**src/rtl/e2g_div.sv**
```systemverilog
// Restoring divider: 128-bit dividend by 64-bit divisor, one quotient bit per cycle.
// Depends on nothing outside this file.
`timescale 1ns / 1ps
module e2g_div (
    input  logic         aclk,
    input  logic         aresetn,
    input  logic         start,
    input  logic [127:0] dividend,
    input  logic [63:0]  divisor,
    output logic         done,
    output logic [127:0] quotient
);
    logic         busy_reg;
    logic         done_reg;
    logic [6:0]   cnt_reg;
    logic [127:0] nq_reg;
    logic [63:0]  rem_reg;
    logic [63:0]  d_reg;
    logic [64:0]  rem_sh;
    logic [64:0]  rem_sub;
    logic         ge;

    always_comb begin
        rem_sh  = {rem_reg, nq_reg[127]};
        rem_sub = rem_sh - {1'b0, d_reg};
        ge      = rem_sh >= {1'b0, d_reg};
    end

    always_ff @(posedge aclk) begin
        if (!aresetn) begin
            busy_reg <= 1'b0;
            done_reg <= 1'b0;
            cnt_reg  <= '0;
        end else begin
            done_reg <= 1'b0;
            if (start) begin
                busy_reg <= 1'b1;
                cnt_reg  <= '0;
                nq_reg   <= dividend;
                rem_reg  <= '0;
                d_reg    <= divisor;
            end else if (busy_reg) begin
                // dividend bits leave at the top, quotient bits enter at the bottom
                nq_reg  <= {nq_reg[126:0], ge};
                rem_reg <= ge ? rem_sub[63:0] : rem_sh[63:0];
                cnt_reg <= cnt_reg + 7'd1;
                if (cnt_reg == 7'd127) begin
                    busy_reg <= 1'b0;
                    done_reg <= 1'b1;
                end
            end
        end
    end

    assign done     = done_reg;
    assign quotient = nq_reg;

endmodule

```
**config.mk**
```make
export PLATFORM = sky130hd
export DESIGN_NAME = e2g_div
export DESIGN_NICKNAME = d
export VERILOG_FILES = /design/src/rtl/e2g_div.sv
export SDC_FILE = /design/constraint.sdc
export NUM_CORES = 1
export LEC_CHECK = 0
export BUFFER_PORTS_ARGS = -buffer_cell sky130_fd_sc_hd__clkbuf_2
export CAP_MARGIN = 10
export CORE_MARGIN = 4
export CORE_UTILIZATION = 50
export DETAILED_ROUTE_END_ITERATION = 8
export PLACE_DENSITY = 0.78
export SYNTH_ARGS = -nofsm -noshare
export SYNTH_HDL_FRONTEND = slang
export SYNTH_SLANG_ARGS = --single-unit
export TNS_END_PERCENT = 50
```
**constraint.sdc**
```tcl
create_clock -name aclk -period 5.68 [get_ports aclk]
set_input_delay 0.284 -clock aclk [delete_from_list [all_inputs] [get_ports aclk]]
set_output_delay 0.284 -clock aclk [all_outputs]
set_load 0.01 [all_outputs]
```
==> qor.txt <==
Outcome: finished clean
Gr usage total: 22.9%
HPWL after DPL: 27000 microns
Crit Path Class: reg -> reg
Die X: 178 microns
Yosys cell types: 62
Depth of the worst hold-timing path: 2
Post-DR wirelength/cell: 18.5 microns
Final setup viols: 0
GPL Wtd Cong: 0.941
Clock-pin slew on the worst setup and hold paths: 60 ps
DR pass1 iterations: 6
Data required, critical path: 6050 ps
Number of max-cap violations: 0
Worst reg-to-reg setup slack: 1270 ps
Hold Vio Cnt, Final: 0
Setup WS pre-CTS: 1290 ps
Top post-synthesis cells by area: edfxtp_1 53%, mux2_2 9.9%, ha_1 5.6%
Gr busiest metal: met2
Combinational share of power: 23.6%
Pin count of the biggest net entering global routing: 128
Final global-route overflow total: 0
Clock H-tree levels: 1
Full die area: 31800 sq um
Pins Over Slew Limit: 0
Vias in the first global route: 11300
Number of synthesis warnings: 0
Worst R2R End: rem_reg[59]
Met1 global-route usage: 27.8%
Placed cell count: 1883
Post-synth top flop: edfxtp_1
Layout Cells excl Fill: 2013
Critical hold path startpoint: dividend[101]
Total number of vias: 11100
Worst R2R Path Depth: 11
Filler cell count: 2289
Syn Nets: 1485
Initial antenna violation count: 6
Yosys reg bits: 265
Final nets: 1868
Post-synth top cells: 256 x edfxtp_1, 128 x mux2_2, 104 x nor2_1
P_int: 4000 uW
Die Ht: 178 microns
FF-to-FF Start: rem_reg[17]
TNS Setup: 0 ps
P_leak: 0.00762 uW
Seq pwr share: 43.3%
Fmax: 0.227 GHz
Clock skew: 12.6 ps
Routed Antenna Nets: 0
NetSw: 1600 uW
Hold Path Sink: quotient[101]
Largest register FFs: 128
Post-synthesis sequential area ratio: 54.2%
Vias per cell: 5.53
CTS tree: done
CP startpoint: rem_reg[17]
Most frequent cell after synthesis: edfxtp_1
Number of top-level pins: 324
Crit share post-route: 77.7%
Startpoint types: register
Worst Slack Setup Final: 1270 ps
Starting Density: 50.5%
Post-Syn Area: 14500 sq um
CP endpoint kind: register
CTS buffer count: 29
CTS root buffer: clkbuf_16
Peak VDD IR: 0.260 mV
Min Tclk post-route: 4410 ps
Part of the power in the clock network: 33.1%
# port buffers: 323
Layout cells sized above 1: 31.4%
Max_slew headroom: 21.4%
Synth Area per Inst: 11.9 sq um
Leading area contributor after synthesis: edfxtp_1
Post-synth EDFFs: 256
Maximum fanout along the worst path: 91
Post-CTS Setup Bufs: 0
Total wire length: 37300 microns
CTS Buffer Depth: 3
Row cnt: 62
Iteration-0 DRC Markers: 771
Clock sink count: 265
Top-area cell type share of the netlist area: 53.0%
Cells after Synth: 1224
Met3 Use GR: 5.96%
First-pass GRT wire length: 58500 microns
HP Class: in -> reg
Async SR Flop Fraction: 0%
Post-cts resize count: 0
M2 GR Usage: 40.0%
Number of remaining DRC errors: 0
Core Area: 28700 sq um
PnR Total Power: 5600 uW
Sw Ratio: 28.6%
Clk_lat worst skew: 560 ps
Area growth syn-to-layout: 25.0%
# hold bufs at CTS: 77
Pwr Density: 309 nW/um^2
RSZ-0062 raised after global routing: no
Worst EP arrival: 4790 ps
Least-Margin Pin Slew: 1180 ps
cells in the final DEF (no fill, tap or decap), types with 36 or more instances in the layout:
cell / instances
nor2_1: 104
mux2_2: 128
ha_1: 65
a21oi_1: 81
edfxtp_1: 256
inv_1: 83
dlygate4sd3_1: 77
mux2i_1: 36
o21ai_0: 46
nand2_1: 66
clkbuf_2: 322
routing by layer:
metal,vias to the layer above,wire length [microns],part of all wire [%]
li1,5342,-,-
met1,5276,14300,38
met2,400,18800,50
met3,97,2770,7.4
met4,10,1360,3.7
met5,-,74,0.20
cell type report:
type	count	area, sq um	share of cell area [%]
flip-flops and latches	265	7870	43.4
multi-input cells	824	6120	33.7
repair buffers	403	2430	13.4
clock buffers	35	748	4.12
well taps	384	480	2.65
inverters	84	315	1.74
clock inverters	17	178	0.979
diodes	1	2.50	0.0138
stage by stage:
step,utilization [%],area (sq um),hold slack [ps]
global route,63.2,18100,8.04
finish,63.2,18100,24.6
CTS,63.2,18100,0.324
detailed placement,57.3,16400,463
global placement,57.3,16400,461
floorplan,-,14500,383
power by group through the flow:
stage          Sequential (uW)  Combinational, uW  Clock, uW
6_report                  2430               1320       1860
5_1_grt                   2440               1460       1980
4_1_cts                   2430               1320       1900
3_5_place_dp              2460               1270          0
3_3_place_gp              2460               1230          0
2_1_floorplan             2480                903          0
kinds of logic after synthesis:
group	share of synthesized area [%]
fa+ha+maj	5.74
buf+inv	3.72
simple gates	8.56
mux	12.4
flops	54.2
xor+xnor	3.68
compound gates	11.7
worst max-delay path, stage by stage (launching register included):
cell      delay (ps)
edfxtp_1         390
ha_1             410
nand2_1          130
or4_1            560
or2_1            280
a21oi_2          150
o21ai_2          120
o211ai_2         300
a32o_2           290
a221o_4          940
nand2_1          300
o32ai_1          340
worst max-delay path by stage:
stage / to
global route: rem_reg[59]
CTS: rem_reg[59]
floorplan: quotient[0]
global placement: rem_reg[59]
detailed placement: rem_reg[59]
finish: rem_reg[59]
Note: power is estimated with default switching activity, not from simulation.
