**config.mk**
```make
export PLATFORM = sky130hd
export DESIGN_NAME = e2g_sqrt
export DESIGN_NICKNAME = d
export VERILOG_FILES = /design/src/rtl/e2g_sqrt.sv
export SDC_FILE = /design/constraint.sdc
export NUM_CORES = 1
export LEC_CHECK = 0
export BUFFER_PORTS_ARGS = -buffer_cell sky130_fd_sc_hd__buf_2
export CAP_MARGIN = 5
export CORE_AREA = 3 3 163 165
export CTS_CLUSTER_DIAMETER = 40
export DETAILED_ROUTE_END_ITERATION = 6
export DIE_AREA = 0 0 166 168
export GPL_ROUTABILITY_DRIVEN = 1
export PLACE_DENSITY = 0.81
export SLEW_MARGIN = 20
export SYNTH_ARGS = -nofsm -noshare
export SYNTH_HDL_FRONTEND = slang
export SYNTH_SLANG_ARGS = --single-unit
```
**constraint.sdc**
```tcl
create_clock -name aclk -period 21.3 [get_ports aclk]
set_input_delay 0 -clock aclk [delete_from_list [all_inputs] [get_ports aclk]]
set_output_delay 0 -clock aclk [all_outputs]
set_load 0.03 [all_outputs]
```
**src/rtl/e2g_sqrt.sv**
```systemverilog
// Integer square root of a 128-bit value, one result bit per cycle (digit by digit).
// Depends on nothing outside this file.
`timescale 1ns / 1ps
module e2g_sqrt (
    input  logic         aclk,
    input  logic         aresetn,
    input  logic         start,
    input  logic [127:0] radicand,
    output logic         done,
    output logic [63:0]  root
);
    logic         busy_reg;
    logic         done_reg;
    logic [5:0]   cnt_reg;
    logic [127:0] n_reg;
    logic [65:0]  rem_reg;
    logic [63:0]  root_reg;
    logic [67:0]  rem_sh;
    logic [67:0]  trial;
    logic [67:0]  rem_sub;
    logic         fits;

    always_comb begin
        rem_sh  = {rem_reg, n_reg[127:126]};
        trial   = {2'b00, root_reg, 2'b01};
        rem_sub = rem_sh - trial;
        fits    = rem_sh >= trial;
    end

    always_ff @(posedge aclk) begin
        if (!aresetn) begin
            busy_reg <= 1'b0;
            done_reg <= 1'b0;
            cnt_reg  <= '0;
        end else begin
            done_reg <= 1'b0;
            if (start) begin
                busy_reg <= 1'b1;
                cnt_reg  <= '0;
                n_reg    <= radicand;
                rem_reg  <= '0;
                root_reg <= '0;
            end else if (busy_reg) begin
                n_reg    <= {n_reg[125:0], 2'b00};
                rem_reg  <= fits ? rem_sub[65:0] : rem_sh[65:0];
                root_reg <= {root_reg[62:0], fits};
                cnt_reg  <= cnt_reg + 6'd1;
                if (cnt_reg == 6'd63) begin
                    busy_reg <= 1'b0;
                    done_reg <= 1'b1;
                end
            end
        end
    end

    assign done = done_reg;
    assign root = root_reg;

endmodule

```
==> flow_summary.toml <==
[layout]
fin_util_pct = 74.8
area_growth_syn_to_layout_pct = 25.1
drive_gt1_share_pct = 23.0
nets = 1891
largest_reg_flops = 128

[worst_setup_path]
rr_endpoint = "rem_reg[31]$_SDFFCE_PP0P_"
start_kind = "register"
timing.critical_path.slowest_cell_delay_ns = 0.70
slowest_stage = "o21ai_4"
path_max_fanout = 50
worstPathRequired_ns = 21.61
critPathKind = "register to register"
ff2ff_setup_slack_ns = 16.89
cp-end-kind = "register"
r2r_start = "root[2]$_SDFFCE_PP0P_"
crit_arrival_ns = 4.72
crit_chain = "inv_1 -> ha_1 -> nand2_1 -> a2111oi_2 -> o21ai_1 -> a21oi_1 -> o21ai_1 -> nand4_1 -> a41oi_2 -> o21ai_4 -> buf_4 -> nor2_1 -> a311oi_1"
rr_worst_depth = 13
cp_common_cell = "o21ai_1"

[clock_tree]
cts_buffers = 37
clk_pin_slew_ns = 0.06
clock_path_buffers = 3
cts_tree = "done"
htree_levels = 2
cts.sinks = 266
ctsResizeCount = 0
cts-root-buf = "clkbuf_16"
clk_latency_ns = 0.53
post_cts_buffers = 0

[floorplan]
die_y_um = 168
core_sq_um = 25200
die_w_um = 166
die-area_sq_um = 27900
row_count = 58
pin_count = 196
start_util_pct = 59.8

[sta]
fin_setup_tns_ns = 0
hold_ws_ns = 0.273
maxSlewViolCount = 0
worst_pin_slew_ns = 0.994
skew_ns = 0.0309
hold_viol_final = 0
max_freq_mhz = 227
setup_viol = 0
period_share_pct = 20.7
relSlewSlack_pct = 33.7
rsz0062_at_grt = "no"
period_minus_slack_ns = 4.41

[global_route]
antenna_found_initial = 3
grt_usage_pct = 29.8
overflow = 0
grt_max_degree = 153
grt_pass1_vias = 12400
grt_pass1_wl_mm = 67.0

[yosys]
yosysTopAreaCell = "edfxtp_1"
synth_area_per_cell_sq_um = 10.8
synth_cell_types = 61
syn_nets = 1591
netlist.area_leader.share_pct = 51.5
ys_seq_elements = 266
netlist_area_sq_um = 15100
synth_edf_count = 258
synth-async-reset-ratio_pct = 0
synthTopCellsByArea = "edfxtp_1, mux2_2, ha_1"
synthCells = 1393
yosysWarnings = 0
ys_seq_area_share_pct = 52.5
synthFlopType = "edfxtp_1"

[placed_design]
dp.final_hpwl_mm = 24.4
gp_congestion = 0.940
port_buffers = 195

[routing]
drt-initial-drc-count = 1164
viasPerCell = 6.00
vias = 12300
drt_first_pass_iters = 5
ant_nets = 0
drc = 0
wl_per_cell_um = 20.8
drt_wl_total_mm = 42.8

[worst_hold_path]
min_from = "start"
min_to = "root[57]$_SDFFCE_PP0P_"
min_path_type = "input port to register"
hold_path_depth = 2

[flow_run]
cap_violations = 0

[pwr]
powerDensity_nw_per_um2 = 89.6
ir_drop_mv = 0.0730
p_leak_nw = 7.59

[run_status]
status = "finished clean"
==> area by class of cell <==
| cell class | count | area, sq um |
|---|---|---|
| sequential | 266 | 7910 |
| multi-input combinational | 970 | 6550 |
| fill | 1597 | 6350 |
| timing repair buffer | 330 | 2330 |
| clock buffer | 41 | 941 |
| tap | 330 | 413 |
| clock inverter | 27 | 338 |
| inverter | 88 | 330 |
| antenna | 5 | 12.5 |
==> cells in the final DEF, fill, tap and decap left out, types with 10 or more instances in the layout <==
| master | count |
|---|---|
| o21a_1 | 10 |
| dlygate4sd3_1 | 129 |
| buf_2 | 194 |
| clkbuf_16 | 37 |
| and3_1 | 11 |
| nand2_1 | 160 |
| o21bai_1 | 18 |
| a31oi_1 | 11 |
| inv_1 | 88 |
| edfxtp_1 | 258 |
| nor2_1 | 134 |
| o211ai_1 | 11 |
| a21o_1 | 31 |
| o21ai_0 | 36 |
| a21oi_1 | 129 |
| xnor2_1 | 39 |
| nand3_1 | 14 |
| mux2_2 | 126 |
| ha_1 | 67 |
| xor2_1 | 22 |
| a211oi_1 | 23 |
| nand4_1 | 21 |
| nor3_1 | 17 |
==> cells in the mapped netlist, types with 11 or more instances <==
library cell,count
a21o_1,31
inv_1,88
xor2_1,22
o21a_1,11
edfxtp_1,258
nor3_1,17
o21ai_0,36
and3_1,11
buf_2,16
o211ai_1,11
o21bai_1,18
nand3_1,14
a21oi_1,129
a31oi_1,11
nand2_1,160
nor2_1,134
ha_1,67
mux2_2,126
clkbuf_1,47
nand4_1,21
xnor2_1,39
a211oi_1,23
==> layer usage <==
metal  vias up  global-route usage (%)  share of wire, %
li1       5703                       -                 -
met1      5842                    35.8                37
met2       649                    53.5                51
met3       138                    5.80               7.4
met4         0                    11.0               4.3
met5         -                       0                 0
==> worst max-delay path: cells and delay by family, from the launching register on <==
kind	cells	cell delay, ns
compound gates	7	2.25
fa+ha+maj	1	0.39
buf+inv	2	0.66
flops	1	0.42
simple gates	3	0.44
==> per-stage QoR <==
step / total power, mW / cell area [sq um] / cells / setup slack [ns]
2_1_floorplan: 0.926 / 15100 / 1393 / 14.32
3_3_place_gp: 0.996 / 16200 / 1855 / 17.26
3_5_place_dp: 1.01 / 16200 / 1855 / 17.14
4_1_cts: 1.66 / 18800 / 2052 / 17.00
5_1_grt: 1.75 / 18800 / 2056 / 16.62
6_report: 1.69 / 18800 / 2057 / 16.89
==> report_power, final <==
part	switching, mW	internal, mW	leakage [nW]
Combinational	0.231	0.155	4.42
Sequential	0.0200	0.629	2.56
Clock	0.254	0.397	0.608
Total	0.505	1.18	7.59
==> how the worst max path moves through the flow <==
| stage | start | end | slack [ns] |
|---|---|---|---|
| after floorplan | busy_reg$_SDFF_PN0_ | busy_reg$_SDFF_PN0_ | 14.32 |
| after global placement | root[6]$_SDFFCE_PP0P_ | rem_reg[14]$_SDFFCE_PP0P_ | 17.26 |
| after detailed placement | root[37]$_SDFFCE_PP0P_ | rem_reg[31]$_SDFFCE_PP0P_ | 17.14 |
| after CTS | root[2]$_SDFFCE_PP0P_ | rem_reg[31]$_SDFFCE_PP0P_ | 17.00 |
| after global routing | root[2]$_SDFFCE_PP0P_ | rem_reg[31]$_SDFFCE_PP0P_ | 16.62 |
| final | root[2]$_SDFFCE_PP0P_ | rem_reg[31]$_SDFFCE_PP0P_ | 16.89 |
==> kinds of logic after synthesis <==
group | count (synthesis) | synth area share [%]
simple gates | 392 | 11.3
compound gates | 322 | 13.5
flops | 266 | 52.5
buf+inv | 157 | 4.05
mux | 128 | 9.56
fa+ha+maj | 67 | 5.57
xor+xnor | 61 | 3.55
==> timing repair <==
item / CTS / global route
hold buffers: 129 / 0
endpoints found under the setup margin: 0 / 0
hold endpoints to repair: 135 / 0
No activity file was read; power rests on OpenSTA's default activity.
