<file path="config.mk">
export PLATFORM = sky130hd
export DESIGN_NAME = e2g_mul
export DESIGN_NICKNAME = d
export VERILOG_FILES = /design/src/rtl/e2g_mul.sv
export SDC_FILE = /design/constraint.sdc
export NUM_CORES = 2
export LEC_CHECK = 0
export ABC_AREA = 1
export BUFFER_PORTS_ARGS = -buffer_cell sky130_fd_sc_hd__buf_2
export CORE_UTILIZATION = 70
export CTS_BUF_LIST = sky130_fd_sc_hd__clkbuf_4 sky130_fd_sc_hd__clkbuf_8
export CTS_CLUSTER_DIAMETER = 40
export CTS_CLUSTER_SIZE = 24
export DETAILED_ROUTE_END_ITERATION = 7
export HOLD_SLACK_MARGIN = 0.08
export PLACE_DENSITY = 0.87
export SLEW_MARGIN = 20
export SYNTH_ARGS = -nofsm -noshare
export SYNTH_HDL_FRONTEND = slang
export SYNTH_SLANG_ARGS = --single-unit
</file>
<file path="constraint.sdc">
create_clock -name aclk -period 23.6 [get_ports aclk]
set_input_delay 3.54 -clock aclk [delete_from_list [all_inputs] [get_ports aclk]]
set_output_delay 3.54 -clock aclk [all_outputs]
set_load 0.01 [all_outputs]
</file>
<file path="src/rtl/e2g_mul.sv">
// 64 x 64 unsigned multiplier built from one 32 x 32 multiplier over four partial products.
// Depends on nothing outside this file.
`timescale 1ns / 1ps
module e2g_mul (
    input  logic         aclk,
    input  logic         aresetn,
    input  logic         start,
    input  logic [63:0]  op_a,
    input  logic [63:0]  op_b,
    output logic         done,
    output logic [127:0] product
);
    logic         busy_reg;
    logic         done_reg;
    logic [2:0]   cnt_reg;
    logic [63:0]  a_reg;
    logic [63:0]  b_reg;
    logic [63:0]  pp_reg;
    logic [6:0]   off_reg;
    logic [127:0] acc_reg;
    logic [31:0]  a_half;
    logic [31:0]  b_half;
    logic [63:0]  pp_next;
    logic [6:0]   off_next;

    always_comb begin
        a_half   = cnt_reg[1] ? a_reg[63:32] : a_reg[31:0];
        b_half   = cnt_reg[0] ? b_reg[63:32] : b_reg[31:0];
        pp_next  = {32'b0, a_half} * {32'b0, b_half};
        off_next = (7'(cnt_reg[1]) + 7'(cnt_reg[0])) << 5;
    end

    always_ff @(posedge aclk) begin
        if (!aresetn) begin
            busy_reg <= 1'b0;
            done_reg <= 1'b0;
            cnt_reg  <= '0;
        end else begin
            done_reg <= 1'b0;
            if (start) begin
                busy_reg <= 1'b1;
                cnt_reg  <= '0;
                a_reg    <= op_a;
                b_reg    <= op_b;
                acc_reg  <= '0;
            end else if (busy_reg) begin
                if (cnt_reg < 3'd4) begin
                    pp_reg  <= pp_next;
                    off_reg <= off_next;
                end
                // accumulate the partial product registered on the previous cycle
                if (cnt_reg != 3'd0) begin
                    acc_reg <= acc_reg + ({64'b0, pp_reg} << off_reg);
                end
                if (cnt_reg == 3'd4) begin
                    busy_reg <= 1'b0;
                    done_reg <= 1'b1;
                end
                cnt_reg <= cnt_reg + 3'd1;
            end
        end
    end

    assign done    = done_reg;
    assign product = acc_reg;

endmodule

</file>
==> results of run 1 <==
[routing by layer]
layer,GRT overflow,track usage
met5,1,0.184
met4,32,0.659
met3,3,0.433
met2,35,0.906
met1,3,0.685
[stage by stage]
stage,std cells,utilization
floorplan,8196,-
global placement,9459,0.741
detailed placement,9459,0.741
CTS,9585,0.760
[logic make-up after synthesis]
| family | count (synthesis) | synth area share |
|---|---|---|
| AND/OR/NAND/NOR | 3757 | 0.255 |
| buffers and inverters | 2210 | 0.141 |
| adder cells (fa/ha/maj) | 1289 | 0.382 |
| AO/OA/AOI/OAI | 564 | 0.0517 |
| flip-flops | 327 | 0.163 |
| XOR/XNOR | 49 | 0.00716 |
==> flow_metrics.tcl, run 1 <==
set metrics [dict create \
    start_util 0.711 \
    status "aborted with a tool error" \
    synth_cells 8196 \
    grt_max_degree 129 \
    synth.area.top_cells "fa_1 (30%), edfxtp_1 (16%), nand2_1 (14%)" \
    yosys_warnings 0 \
    synth-main-ff-cell "edfxtp_1" \
    gp_congestion 1.11 \
    hold_buffers 0 \
    async_flop_share 0 \
    synth_common_cells "nand2_1 (2,197), inv_1 (1,944), nor2_1 (1,098)" \
    yosysMostFrequentCell "nand2_1" \
    ys_ff_latch 327 \
    synth_edf_count 322 \
    clock_path_buffers 3 \
    toolErrorMsg "[ERROR GRT-0232] Routing congestion too high. Check the congestion heatmap in the GUI." \
    num_rows 106 \
    io_buffers 259 \
    antenna_found_initial 28 \
    grt_usage 0.675 \
    syn_area_per_cell_um2 7.31 \
    ctsResizeCount 0 \
    synth_area_mm2 0.0599 \
    syn_nets 9616 \
    dp_hpwl_um 192000 \
    htreeDepth 3 \
    io-pin-count 260 \
    yosysUniqueCellTypes 47 \
    grt_overflow 74 \
    cts_num_sinks 327 \
    dpl_worst_slack_ps 14430 \
    die_height_um 295 \
    yosys.area.top_type_share 0.300 \
    synth.largest_area_cell "fa_1" \
    die_w_um 295 \
    postCtsSetupBuffers 0 \
    cts_root_buf "clkbuf_8" \
    numCtsBuffers 70 \
    post_dp_cell_area_mm2 0.0624 \
    yosysSeqAreaShare 0.163 \
    stop_stage "global routing (5_1_grt)" \
]
==> run 2: changes to the inputs <==
==> config.mk (replaced) <==
export PLATFORM = sky130hd
export DESIGN_NAME = e2g_mul
export DESIGN_NICKNAME = d
export VERILOG_FILES = /design/src/rtl/e2g_mul.sv
export SDC_FILE = /design/constraint.sdc
export NUM_CORES = 2
export LEC_CHECK = 0
export ABC_AREA = 1
export BUFFER_PORTS_ARGS = -buffer_cell sky130_fd_sc_hd__buf_2
export CORE_UTILIZATION = 40
export DETAILED_ROUTE_END_ITERATION = 7
export PLACE_DENSITY_LB_ADDON = 0.15
export SLEW_MARGIN = 20
export SYNTH_ARGS = -nofsm -noshare
export SYNTH_HDL_FRONTEND = slang
export SYNTH_SLANG_ARGS = --single-unit
==> run 2 against run 1 <==
The run now ends clean. Synthesized area stayed put. Synthesized cell count stayed put.
==> flow_metrics.tcl, run 2 <==
set metrics [dict create \
    num_vias 53000 \
    syn_area_per_cell_um2 7.31 \
    synth.largest_area_cell "fa_1" \
    gp_congestion 1.04 \
    path_class "reg2reg" \
    syn_to_final_growth_pct 8.41 \
    synth.area.top_cells "fa_1 (30%), edfxtp_1 (16%), nand2_1 (14%)" \
    skew_ps 47.5 \
    r2r_end "pp_reg[48]" \
    arrival_ps 10180 \
    cpMostUsedCell "fa_1" \
    crit_fanout 35 \
    synth_top_family_by_area "adder cells" \
    drtPass1Iterations 5 \
    max_freq_ghz 0.102 \
    drv_slew 0 \
    cts_num_sinks 327 \
    nets 9798 \
    synth_edf_count 322 \
    period_needed_ps 9820 \
    synth_xor_area_frac 0.00716 \
    mostFrequentLayoutCells "nand2_1 (2,197), inv_1 (1,942), nor2_1 (1,098)" \
    seqCellArea_mm2 0.00977 \
    io_buffers 259 \
    synth_common_cells "nand2_1 (2,197), inv_1 (1,944), nor2_1 (1,098)" \
    numCtsBuffers 44 \
    dp_hpwl_um 211000 \
    dp.cells 10300 \
    io-pin-count 260 \
    die_w_um 389 \
    hold-worst-slack_ps 532 \
    ant_nets 0 \
    postCtsSetupBuffers 0 \
    htreeDepth 2 \
    ctsResizeCount 0 \
    hold_end "done" \
    die_height_um 389 \
    clock_path_buffers 3 \
    synth_compound_area_frac 0.0517 \
    core-area_mm2 0.148 \
    setup_viol 0 \
    grt_pass1_vias 54500 \
    num-fill-cells 15500 \
    hold_buffers 0 \
    hold_depth 2 \
    grt_usage 0.333 \
    cp_slowest_cell "nor3_1" \
    largest_reg_flops 128 \
    yosysMostFrequentCell "nand2_1" \
    cts_root_buf "clkbuf_16" \
    via_per_inst 5.13 \
    r2r_setup_slack_ps 13780 \
    wirelength_um 251000 \
    rsz0062_at_grt "false" \
    start_kind "flop" \
    grt_overflow 0 \
    antenna_found_initial 5 \
    worstHoldStart "cnt_reg[2]" \
    required_ps 23960 \
    worst_slew_pin_slew_ps 1250 \
    yosys_warnings 0 \
    yosys.area_share.simple 0.255 \
    rr_startpoint "cnt_reg[0]" \
    grt_pass1_wl_um 362000 \
    mostFrequentLayoutCell "nand2_1" \
    drive_gt1_frac 0.0925 \
    grt_max_degree 129 \
    start_util 0.404 \
    num_rows 141 \
    reg2regPathDepth 28 \
    finalHoldViolations 0 \
    yosys.area.top_type_share 0.300 \
    clk_pin_slew_ps 70 \
    route.detailed.drc 0 \
    ys_ff_latch 327 \
    fin_crit_sh 0.416 \
    multi_input_area_mm2 0.0418 \
    drt_iter0_drc 4146 \
    die_area_mm2 0.151 \
    status "completed" \
    drv_cap 0 \
    yosysUniqueCellTypes 47 \
    wl_per_cell_um 24.3 \
    syn_nets 9616 \
    worstHoldPathType "reg2reg" \
    slowest_delay_ps 620 \
    finalSetupTns_ps 0 \
    synth-main-ff-cell "edfxtp_1" \
    final_cell_count_no_fill 10300 \
    synth.mux.area_fraction 0 \
    cp-end-kind "flop" \
    clk_latency_ps 680 \
    relSlewSlack 0.161 \
    synth_cells 8196 \
    yosysSeqAreaShare 0.163 \
    cts_tree "yes" \
    synth_area_mm2 0.0599 \
    async_flop_share 0 \
    synth_fa_ha_area_frac 0.382 \
]
==> run 2: cell counts after synthesis <==
No cell type changed its count.
==> run 2: critical path, delay by kind of cell, from the launching register on <==
kind	cells	cell delay, ps
AO/OA/AOI/OAI	1	60
XOR/XNOR	1	530
adder cells (fa/ha/maj)	9	4400
buffers and inverters	9	2060
flip-flops	1	320
AND/OR/NAND/NOR	8	2080
==> run 2: per-layer routing <==
layer | share of wire | vias up | GRT usage
met4 | 0.083 | 6 | 0.231
met2 | 0.47 | 2228 | 0.555
met3 | 0.069 | 618 | 0.0533
met1 | 0.38 | 25700 | 0.393
li1 | - | 24500 | -
met5 | 0.00016 | - | 0
==> run 2: worst max-delay path by stage <==
| stage | from | end | depth (start not counted) |
|---|---|---|---|
| detailed placement | cnt_reg[0] | pp_reg[48] | 28 |
| CTS | cnt_reg[0] | pp_reg[48] | 28 |
| floorplan | aresetn | product[0] | 2 |
| global placement | cnt_reg[0] | pp_reg[48] | 28 |
| global route | cnt_reg[0] | pp_reg[48] | 28 |
| finish | cnt_reg[0] | pp_reg[48] | 28 |
==> run 2: logic make-up (layout without fill, tap and decap cells) <==
kind of cell,count (synthesis),count (layout)
buf+inv,2210,2428
xor+xnor,49,49
compound gates,564,564
flops,327,327
simple gates,3757,3757
fa+ha+maj,1289,1289
other cells,0,4
==> run 2: per-stage QoR <==
step                setup WS, ps   util  instance area (µm²)
floorplan                  10230      -                59900
global placement           13990  0.428                63400
detailed placement         14000  0.428                63400
CTS                        13920  0.438                64900
global route               13640  0.438                64900
finish                     13780  0.438                64900
==> run 2: layout make-up <==
class                           count  area share
Antenna cell                        4    0.000154
Clock buffer                       51      0.0177
Clock inverter                     31     0.00537
Inverter                         2007       0.116
Multi-Input combinational cell   5659       0.644
Sequential cell                   327       0.150
Tap cell                         1930      0.0372
Timing Repair Buffer              339      0.0294
Power of run 2 is not shown: default switching activity piles up to over one toggle a cycle in this logic, so the estimate is an artifact.
